## config.mk

```make
export PLATFORM = sky130hd
export DESIGN_NAME = htlp_ctrl
export DESIGN_NICKNAME = d
export VERILOG_FILES = /design/src/rtl/htlp_pkg.sv /design/src/rtl/htlp_ctrl.sv
export SDC_FILE = /design/constraint.sdc
export NUM_CORES = 1
export LEC_CHECK = 0
export BUFFER_PORTS_ARGS = -buffer_cell sky130_fd_sc_hd__buf_4
export CELL_PAD_IN_SITES_DETAIL_PLACEMENT = 1
export CELL_PAD_IN_SITES_GLOBAL_PLACEMENT = 2
export CORE_MARGIN = 8
export CORE_UTILIZATION = 20
export DETAILED_ROUTE_END_ITERATION = 8
export GPL_TIMING_DRIVEN = 0
export PLACE_DENSITY = 0.75
export SYNTH_ARGS = -nofsm -noshare
export SYNTH_HDL_FRONTEND = slang
export SYNTH_SLANG_ARGS = --single-unit
```

## constraint.sdc

```tcl
create_clock -name clk -period 1.3 [get_ports clk]
set_input_delay 0.13 -clock clk [delete_from_list [all_inputs] [get_ports clk]]
set_output_delay 0.13 -clock clk [all_outputs]
set_load 0.01 [all_outputs]
```

## src/rtl/htlp_pkg.sv

```systemverilog
// Package for the linear-probe hash table: sizes, action and result codes,
// slot status codes and the command and status structs between controller and datapath.
// No dependencies.
`timescale 1ns / 1ps

package htlp_pkg;

  localparam int TableSlots = 64;
  localparam int KeyChars   = 8;
  localparam int SlotW      = $clog2(TableSlots);
  localparam int LapW       = $clog2(TableSlots + 1);
  localparam int KeyW       = 8 * KeyChars;
  localparam int LenW       = 4;
  localparam int ValW       = 64;
  localparam int CountW     = 7;
  localparam int StepW      = $clog2(KeyChars + 1);

  localparam logic [2:0] ActSearch = 3'd0;
  localparam logic [2:0] ActUpdate = 3'd1;
  localparam logic [2:0] ActInsert = 3'd2;
  localparam logic [2:0] ActRemove = 3'd3;
  localparam logic [2:0] ActClear  = 3'd4;

  localparam logic [1:0] RcOk       = 2'd0;
  localparam logic [1:0] RcNotFound = 2'd1;
  localparam logic [1:0] RcDup      = 2'd2;
  localparam logic [1:0] RcFull     = 2'd3;

  localparam logic [1:0] StUnused  = 2'd0;
  localparam logic [1:0] StInUse   = 2'd1;
  localparam logic [1:0] StDeleted = 2'd2;

  // Commands from the controller to the datapath.
  typedef struct packed {
    logic load;       // capture the request word
    logic hash_step;  // one multiply-add of the hash
    logic probe_init; // set probe position to home slot
    logic rd;         // read slot at probe position
    logic eval;       // examine the slot read last cycle
    logic wr_ins;     // write the request into the free slot
    logic wr_val;     // write the value into the hit slot
    logic del;        // mark the hit slot deleted
    logic clear_step; // mark the slot at the wipe pointer unused
  } htlp_cmd_t;

  // Status from the datapath to the controller.
  typedef struct packed {
    logic hash_done;
    logic hit;        // eval found the key
    logic stop;       // eval found an unused slot or lap ended
    logic have_free;
    logic full;       // live count at or above the limit
    logic clear_done; // the wipe pointer is at the last slot
  } htlp_sts_t;

endpackage

```

## src/rtl/htlp_ctrl.sv

```systemverilog
// Controller of the hash table: sequences hashing, the probe walk, the
// slot wipe and the final slot update, and holds the result word. Uses htlp_pkg.
`timescale 1ns / 1ps

module htlp_ctrl
  import htlp_pkg::*;
(
  input  logic       clk,
  input  logic       rst,
  input  logic       in_valid,
  output logic       in_ready,
  input  logic [2:0] action,
  input  htlp_sts_t  sts,
  output htlp_cmd_t  cmd,
  output logic       out_valid,
  input  logic       out_ready,
  output logic [1:0] rc
);

  localparam logic [2:0] SIdle  = 3'd0;
  localparam logic [2:0] SHash  = 3'd1;
  localparam logic [2:0] SRead  = 3'd2;
  localparam logic [2:0] SEval  = 3'd3;
  localparam logic [2:0] SDone  = 3'd4;
  localparam logic [2:0] SInit  = 3'd5;
  localparam logic [2:0] SWipe  = 3'd6;

  logic [2:0] state, state_next;
  logic [1:0] rc_next;
  logic       fin;

  assign in_ready = (state == SIdle) && !out_valid;

  // Next-state and command decode.
  always_comb begin
    cmd        = '0;
    state_next = state;
    rc_next    = rc;
    fin        = 1'b0;
    unique case (state)
      SIdle: begin
        if (in_valid && in_ready) begin
          cmd.load   = 1'b1;
          state_next = SHash;
        end
      end
      SHash: begin
        cmd.hash_step = 1'b1;
        if (sts.hash_done) begin
          if (action == ActClear) begin
            rc_next = RcOk;
            state_next = SWipe;
          end else if (action > ActClear) begin
            rc_next = RcOk;
            fin = 1'b1;
          end else if (action == ActInsert && sts.full) begin
            rc_next = RcFull;
            fin = 1'b1;
          end else begin
            cmd.probe_init = 1'b1;
            state_next = SRead;
          end
        end
      end
      SRead: begin
        cmd.rd = 1'b1;
        state_next = SEval;
      end
      SEval: begin
        cmd.eval = 1'b1;
        if (sts.hit) begin
          state_next = SDone;
          rc_next = (action == ActInsert) ? RcDup : RcOk;
        end else if (sts.stop) begin
          state_next = SDone;
          rc_next = RcNotFound;
        end else begin
          cmd.rd = 1'b1;
        end
      end
      SDone: begin
        fin = 1'b1;
        if (action == ActInsert && rc != RcDup) begin
          if (sts.have_free) begin
            cmd.wr_ins = 1'b1;
            rc_next = RcOk;
          end else begin
            rc_next = RcFull;
          end
        end else if (rc == RcOk && action == ActUpdate) begin
          cmd.wr_val = 1'b1;
        end else if (rc == RcOk && action == ActRemove) begin
          cmd.del = 1'b1;
        end
      end
      // Wipe after reset: no result word is produced.
      SInit: begin
        cmd.clear_step = 1'b1;
        if (sts.clear_done) state_next = SIdle;
      end
      // Wipe for a clear request, answered when the last slot is done.
      SWipe: begin
        cmd.clear_step = 1'b1;
        if (sts.clear_done) fin = 1'b1;
      end
      default: state_next = SIdle;
    endcase
    if (fin) state_next = SIdle;
  end

  // State, result code and output valid.
  always_ff @(posedge clk) begin
    if (rst) begin
      state     <= SInit;
      out_valid <= 1'b0;
    end else begin
      state <= state_next;
      if (fin) out_valid <= 1'b1;
      else if (out_ready) out_valid <= 1'b0;
    end
    rc <= rc_next;
  end

endmodule

```

[Word-level counts from Yosys, hierarchy flattened]
Index checks and enable logic that the tools add are counted.
W data, S select, Z words.
Cells by class
  magnitude comparators: 1
  equal/unequal tests: 26
  mux-type cells: 47
  bitwise logic cells: 1
  reductions and logical operators: 17
Operators by type and width (number)
  $mux W3: 10
  $mux W1: 22
  $mux W2: 11
  $pmux W3 S6: 1
  $ne A4 B4 Y1 const B: 4
  $ne A3 B3 Y1 const B: 5
  $reduce_and A7 Y1: 2
  $eq A3 B2 Y1 const B: 4
  $eq A3 B3 Y1 const B: 4
  $ne A2 B2 Y1 const B: 4
  $eq A3 B1 Y1 const B: 2
  $logic_and A1 B1 Y1: 6
  $pmux W2 S3: 1
  $reduce_or A2 Y1: 3
  $reduce_and A5 Y1: 1
  $ne A2 B1 Y1 const B: 2
  $gt A3 B3 Y1 const B: 1
  $logic_not A3 Y1: 1
  $ne A3 B2 Y1 const B: 1
  $pmux W1 S3: 1
  $reduce_bool A3 Y1: 1
  $logic_not A2 Y1: 1
  $pmux W1 S2: 1
  $reduce_bool A2 Y1: 1
  2 further kinds: 2
Word-level totals
  bits in registers: 6
  output and inout port bits: 13
  word-level logic and storage cells: 96

[Depth between registers and ports, before layout]
Gate-level depths: netlist of run 1.
  depth after elaboration: 9
  mapped depth: 5
  gate-level depth less buffers: 4

[Least setup slack after synthesis of run 1]
OpenSTA, ideal clock, no wires.
  path type: reg2reg
  from: register state[2]
  to: register rc[0], enable pin
  library setup time: 0.342 ns
  data arrival time: 1.028 ns
  data required time: 0.958 ns
  slack: -0.071 ns
  cell stages (with the launch flop): 4
  path through: dfxtp_1 > buf_6 > or3b_2 > o32ai_1
On the way
  word-level cells in the longest chain between the ends: 3
RTL lines
  start, declared: line htlp_ctrl.sv:28  | logic [2:0] state, state_next;
  start signal, assigned: line htlp_ctrl.sv:114  | state <= SInit;
  start signal, assigned: line htlp_ctrl.sv:117  | state <= state_next;
  $eq A3 B1 Y1 (tied with other cells): line htlp_ctrl.sv:40  | unique case (state)
  $ne A4 B4 Y1 (no source line) (tied with other cells)
  $reduce_and A5 Y1 (no source line) *
  end signal, assigned: line htlp_ctrl.sv:121  | rc <= rc_next;
  end, declared: line htlp_ctrl.sv:17  | output logic [1:0] rc
Mark *: on every way between the ends. The rest lies on a longest branch, timed or not.
A chain may end at the register's enable or synchronous reset.

==> metrics.md, run 1 <==
| Metric | Value |
|---|---|
| Post-DP HPWL | 1480 um |
| Violated checks | negative setup slack |
| Number of fill cells | roughly 310 |
| Routed Antenna Nets | 0 |
| Most frequent cells in the layout | buf_4 (37), nor2_1 (7), buf_6 (6) |
| Crit path time final | 1.44 ns |
| Post-synthesis adder-cell area fraction | 0% |
| Core area | between 2000 and 2500 um^2 |
| # IOs | 26 |
| Global-route wire length before repair | ~3500 um |
| Post-synthesis xor/xnor area fraction | 1.72% |
| Worst ir drop on vdd | about 0.7 mV |
| Unique cell type count in the Yosys netlist | 33 |
| Least-Margin Pin Slew | 0.387 ns |
| Die Y-Extent | 66.5 um |
| Starting Density | 20.8% |
| Clock tree root driver cell | clkbuf_4 |
| Die W | 66.5 um |
| DP Area | roughly 750 um^2 |
| Synth Area in Compound Gates | between 20% and 30% |
| Fin. Hold Viols | 0 |
| ANT cells | 0 |
| Hold Crit Class | in -> reg |
| Critical-path cell list | buf_8 -> nor3b_4 -> nand3_2 -> nor2_1 -> buf_4 |
| Hold buffers post-CTS | 0 |
| Vias in the first global route | 740 |
| Max-Cap Viols | 0 |
| Synth-to-Final Area Change | 113% |
| Port buffer count | 25 |
| CTS tree | done |
| Initial antenna violation count | 0 |
| Inserted Clock Buffers | 3 |
| Routability Congestion | 0.759 |
| Status | finished, violations left |
| # setup viols final | 16 |
| Pre-CTS setup slack | -0.226 ns |
| Post-synth EDFFs | 2 |
| Reg clk slew, reported paths | approximately 0.050 ns |
| Routed vias/inst | 5.00 |
| Syn. warnings | 0 |
| CP Capture Type | output pin |
| Asr flop ratio synth | 0% |
| Most used DFF post-synth | dfxtp_1 |
| Max Slew Vio Count | 0 |
| Slowest cell on crit path | dfxtp_4 |
| Worst-path maximum fanout | 5 |
| Clock Path Buffers | 2 |
| Largest family of logic cells by synthesized area | simple AND/OR/NAND/NOR gates |
| Worst Path Required | between 1 and 1.5 ns |
| Die ar. | between 4000 and 5000 um^2 |
| Syn_area_per_cell | 7.40 um^2 |
| Via count | slightly above 700 |
| Yosys reg bits | 6 |
| Period utilisation layout | 111% |
| Drt pass-1 iters | 4 |
| Wire length per cell | about 17 um |
| Mapped cell area | ~500 um^2 |
| Leak | roughly 0.46 nW |
| GR Overflow Total | 0 |
| Post-synthesis simple-gate area fraction | 32.1% |
| Cell Pwr Density | roughly 1600 nW/um^2 |
| Initial DRC Count | 20 |
| WP data arrival | about 1.3 ns |
| Largest net degree at the start of global routing | 11 |
| Worst path max stage delay | 0.35 ns |
| Register area share after synthesis | a little over a quarter |
| Sink Count | 6 |
| Post-synth net total | approximately 80 |
| Critical path class | reg -> out |
| Commonest non-fill, non-tap cell in the layout | buf_4 |
| DRC Markers | 0 |
| Setup Skew | 0.00432 ns |
| Number of H-tree levels | 1 |
| Final nets | 130 |
| Worst Setup Slack, final | -0.143 ns |
| Worst-skew pair later-pin latency | ~0.26 ns |
| Share of layout cells above drive strength 1 | 67.8% |
| Row count | 18 |
| GRT Total Usage | 10.3% |
| RSZ-0062 raised after global routing | true |
| Layout Cell Area excl Fill | about 1100 um^2 |
| Mux cell area share after synthesis | just under 2% |
| Worst setup SP type | flop |
| Hold Slack | ~0.064 ns |
| Rel. slew slack | 74.2% |
| Mapped Cells | 69 |
| Crit path buffers/inverters | 2 |
| Cell family with most CP delay | simple AND/OR/NAND/NOR gates |
| Final WL | 2510 um |
| Max Clk Rate | just under 700 MHz |
[per-layer routing]
metal  track usage [%]  up-vias  wire length [um]
met5                 0        -                 0
li1                  -      344                 -
met1              11.7      353              1020
met3              2.85        4               161
met2              17.2       24              1300
met4              4.80        0                31
[kinds of logic after synthesis]
family                    after synthesis
xor gates and xnor gates                1
buffers and inverters                  10
DFF                                     6
and+or+nand+nor                        31
muxes                                   1
AOI/OAI and AO/OA                      20
[final timing paths]
| check | from | endpoint | slack [ns] | depth (start not counted) |
|---|---|---|---|---|
| worst max register to register | state[1] | rc[1] | -0.09 | 6 |
| worst min register to register | out_valid | out_valid | 0.56 | 2 |
| worst max-delay path | state[1] | cmd[2] | -0.14 | 5 |
| worst min-delay path | rst | state[1] | 0.06 | 2 |
[sequential cells by signal, indices dropped and copies added (netlist names)]
register / cells
out_valid: 1
rc: 2
state: 3
[cell type report]
| type | count | area [um^2] | area share [%] |
|---|---|---|---|
| buffer | 3 | 41.3 | 3.80 |
| clock buffer | 3 | 22.5 | 2.07 |
| inverter | 7 | 30.0 | 2.76 |
| multi-input combinational | 53 | 467 | 43.0 |
| sequential | 6 | 149 | 13.7 |
| tap | 30 | 37.5 | 3.46 |
| timing repair buffer | 43 | 339 | 31.2 |
[stage by stage]
stage | instances | utilization, % | TNS, ns | power (W)
6_report | 145 | 44.2 | -1.12 | 0.00170
5_1_grt | 145 | 44.2 | -1.92 | 0.00181
4_1_cts | 138 | 39.3 | -0.714 | 0.00149
3_5_place_dp | 124 | 30.6 | -1.22 | 0.000988
3_3_place_gp | 124 | 30.6 | -1.40 | 0.000978
2_1_floorplan | 69 | - | 0 | 0.000744
[cell usage after synthesis, drive strengths merged (2+ instances only)]
cell / count / share of area, %
nand3: 4 / 3.9
and2: 2 / 2.5
edfxtp: 2 / 12
nand2: 6 / 4.4
nor2: 8 / 5.9
o32a: 2 / 3.9
a21oi: 3 / 2.9
buf: 3 / 4.7
a31oi: 2 / 2.5
nor3: 2 / 2.0
inv: 7 / 5.1
and3: 2 / 2.5
nand2b: 2 / 3.9
o21ai: 5 / 4.9
dfxtp: 4 / 16
[worst register-to-register path: cells and delay by family, from the launching register on]
family	cells	cell delay, ns
buf+inv	2	0.29
compound gates	1	0.07
simple gates	3	0.44
flops	1	0.35
[what timing repair did]
| action | CTS | global route |
|---|---|---|
| gates cloned | 0 | 1 |
| setup buffers | 11 | 6 |
| endpoints found under the hold margin | 0 | 0 |
| gates resized for setup | 29 | 18 |
| setup endpoints to repair | 18 | 18 |
| pin swaps | 7 | 4 |
[report_power, final]
| group | internal (W) | total (W) | switching (W) | leakage [nW] |
|---|---|---|---|---|
| sequential | 0.000264 | 0.000310 | 0.0000464 | 0.0523 |
| clock | 0.000106 | 0.000190 | 0.0000847 | 0.0138 |
| combinational | 0.000653 | 0.00120 | 0.000547 | 0.396 |
| total | 0.00102 | 0.00170 | 0.000678 | 0.462 |
Note: power is estimated with default switching activity, not from simulation.
==> inputs of run 2 (changes only) <==
--- a/config.mk
+++ b/config.mk
@@ -12,6 +12,7 @@
 export CORE_UTILIZATION = 20
 export DETAILED_ROUTE_END_ITERATION = 8
 export GPL_TIMING_DRIVEN = 0
+export MAX_ROUTING_LAYER = met4
 export PLACE_DENSITY = 0.75
 export SYNTH_ARGS = -nofsm -noshare
 export SYNTH_HDL_FRONTEND = slang
==> run 2 against run 1 <==
The run still ends with negative setup slack left; critical path type unchanged; wire length did not move; non-clock buffer count did not move; sequential cell count is the same; clock skew about the same; largest power group unchanged; final cell count is the same; global-route usage grew 0.29 points; maximum frequency hardly changed; count of clock-buffer cells in the layout unchanged; power barely moved.
==> metrics.md, run 2 (synthesis results as in run 1) <==
| Metric | Value |
|---|---|
| Status | finished, violations left |
| RSZ-0062 raised after global routing | true |
| Leak | 0.462 nW |
| Hold Slack | 0.0643 ns |
| Worst Reg-to-Reg Cells | 6 |
| Rel. slew slack | 74.2% |
| Crit path time final | ~1.4 ns |
| Reg clk slew, reported paths | 0.05 ns |
| Die Y-Extent | 66.5 um |
| Least-Margin Pin Slew | about 0.39 ns |
| Die W | ~67 um |
| Worst ir drop on vdd | between 0.7 and 0.8 mV |
| Met2 Track Usage GR | between 10% and 20% |
| Fin. Hold Viols | 0 |
| Most flops, register | state |
| Met3 Usage GRT | 2.52% |
| Starting Density | around 21% |
| Cell Pwr Density | 1570 nW/um^2 |
| Setup Skew | between 0.004 and 0.005 ns |
| # IOs | 26 |
| Via count | between 700 and 800 |
| Clock Path Buffers | 2 |
| Routed vias/inst | approximately 5 |
| Row count | 18 |
| # setup viols final | 16 |
| GR peak layer | met2 |
| Worst R2R Setup Slack | -0.09 ns |
| Initial DRC Count | 27 |
| Global-route wire length before repair | 3520 um |
| Worst setup SP type | flop |
| Worst R2R End | rc[1] |
| WP data arrival | 1.31 ns |
| Initial antenna violation count | 0 |
| Worst-path maximum fanout | 5 |
| Final WL | roughly 2500 um |
| Hold buffers post-CTS | 0 |
| Largest net degree at the start of global routing | 11 |
| Number of flip-flops in the largest register | 3 |
| Routed Antenna Nets | 0 |
| Hold Crit Start | rst |
| Number of H-tree levels | 1 |
| Max-Cap Viols | 0 |
| DRC Markers | 0 |
| Core area | roughly 2500 um^2 |
| Worst Setup Slack, final | -0.143 ns |
| Drt pass-1 iters | 4 |
| Violated checks | negative setup slack |
| Sink Count | 6 |
| CTS tree | done |
| Port buffer count | 25 |
| Max Clk Rate | 693 MHz |
| Critical path class | reg -> out |
| Vias in the first global route | 740 |
| Tot Pwr | around 0.0017 W |
| Share of layout cells above drive strength 1 | 67.8% |
| Post-DP HPWL | ~1500 um |
| Die ar. | about 4400 um^2 |
| Clock tree root driver cell | clkbuf_4 |
| Biggest regs | state (3), rc (2), out_valid (1) |
| Synth-to-Final Area Change | 113% |
| Commonest non-fill, non-tap cell in the layout | buf_4 |
| Max Slew Vio Count | 0 |
| ANT cells | 0 |
| GRT Total Usage | 10.5% |
| Worst Path Required | around 1.2 ns |
| Hold Path Depth | 2 |
| CP Capture Type | output pin |
| Period utilisation layout | 111% |
| Hold Crit Class | in -> reg |
| Worst r2r src | state[1] |
| GR Overflow Total | 0 |
| Hold Path End | state[1] |
| Met1 GRT Util | between 10% and 20% |
| Most frequent cells in the layout | buf_4 (37), nor2_1 (7), buf_6 (6) |
| Routability Congestion | 0.769 |
| Final nets | 130 |
| Wire length per cell | between 15 and 20 um |
| Inserted Clock Buffers | 3 |
| Worst-skew pair later-pin latency | around 0.26 ns |
-- run 2: cell counts in the layout (fill, tap and decap cells not counted) --
Identical to the previous run, type by type.
-- run 2: report_power, final --
part / internal (W) / switching (W)
sequential: 0.000264 / 0.0000464
clock: 0.000106 / 0.0000847
combinational: 0.000653 / 0.000547
total: 0.00102 / 0.000679
-- run 2: critical path, stage by stage, from the launching register on --
cell and delay [ns]:
dfxtp_4 0.35, buf_8 0.13, nor3b_4 0.23, nand3_2 0.10, nor2_1 0.12, buf_4 0.13
-- run 2: metal layers --
layer	part of all wire, %	vias to the layer above
met2	52	24
met4	1.2	0
met1	41	353
li1	-	344
met3	5.7	4
met5	0	-
-- run 2: per-stage QoR --
step | std cells | area, um^2 | TNS, ns | util, % | setup WS [ns]
finish | 145 | 1090 | -1.12 | 44.2 | -0.143
global route | 145 | 1090 | -1.92 | 44.2 | -0.198
CTS | 138 | 965 | -0.714 | 39.3 | -0.129
detailed placement | 124 | 752 | -1.22 | 30.6 | -0.226
global placement | 124 | 752 | -1.40 | 30.6 | -0.268
floorplan | 69 | 527 | 0 | - | 0.0205
-- run 2: layout make-up --
class / count / area (um^2)
fillers: 306 / 1370
inverters: 7 / 30.0
multi-input cells: 53 / 467
plain buffers: 3 / 41.3
clock buffers: 3 / 22.5
repair buffers: 43 / 339
flip-flops and latches: 6 / 149
well taps: 30 / 37.5
-- run 2: worst max-delay path by stage --
stage / to / startpoint / cells after the start
after floorplan: rc[0] / state[1] / 3
after global placement: rc[0] / action[1] / 5
after detailed placement: rc[0] / action[1] / 5
after CTS: cmd[2] / state[1] / 5
after global routing: cmd[2] / state[1] / 5
final: cmd[2] / state[1] / 5
-- run 2: what timing repair did --
item | 4_1_cts | 5_1_grt
cloned | 0 | 1
endpoints found under the setup margin | 18 | 18
gates resized for setup | 29 | 18
pin swaps | 7 | 4
setup buffers | 11 | 6
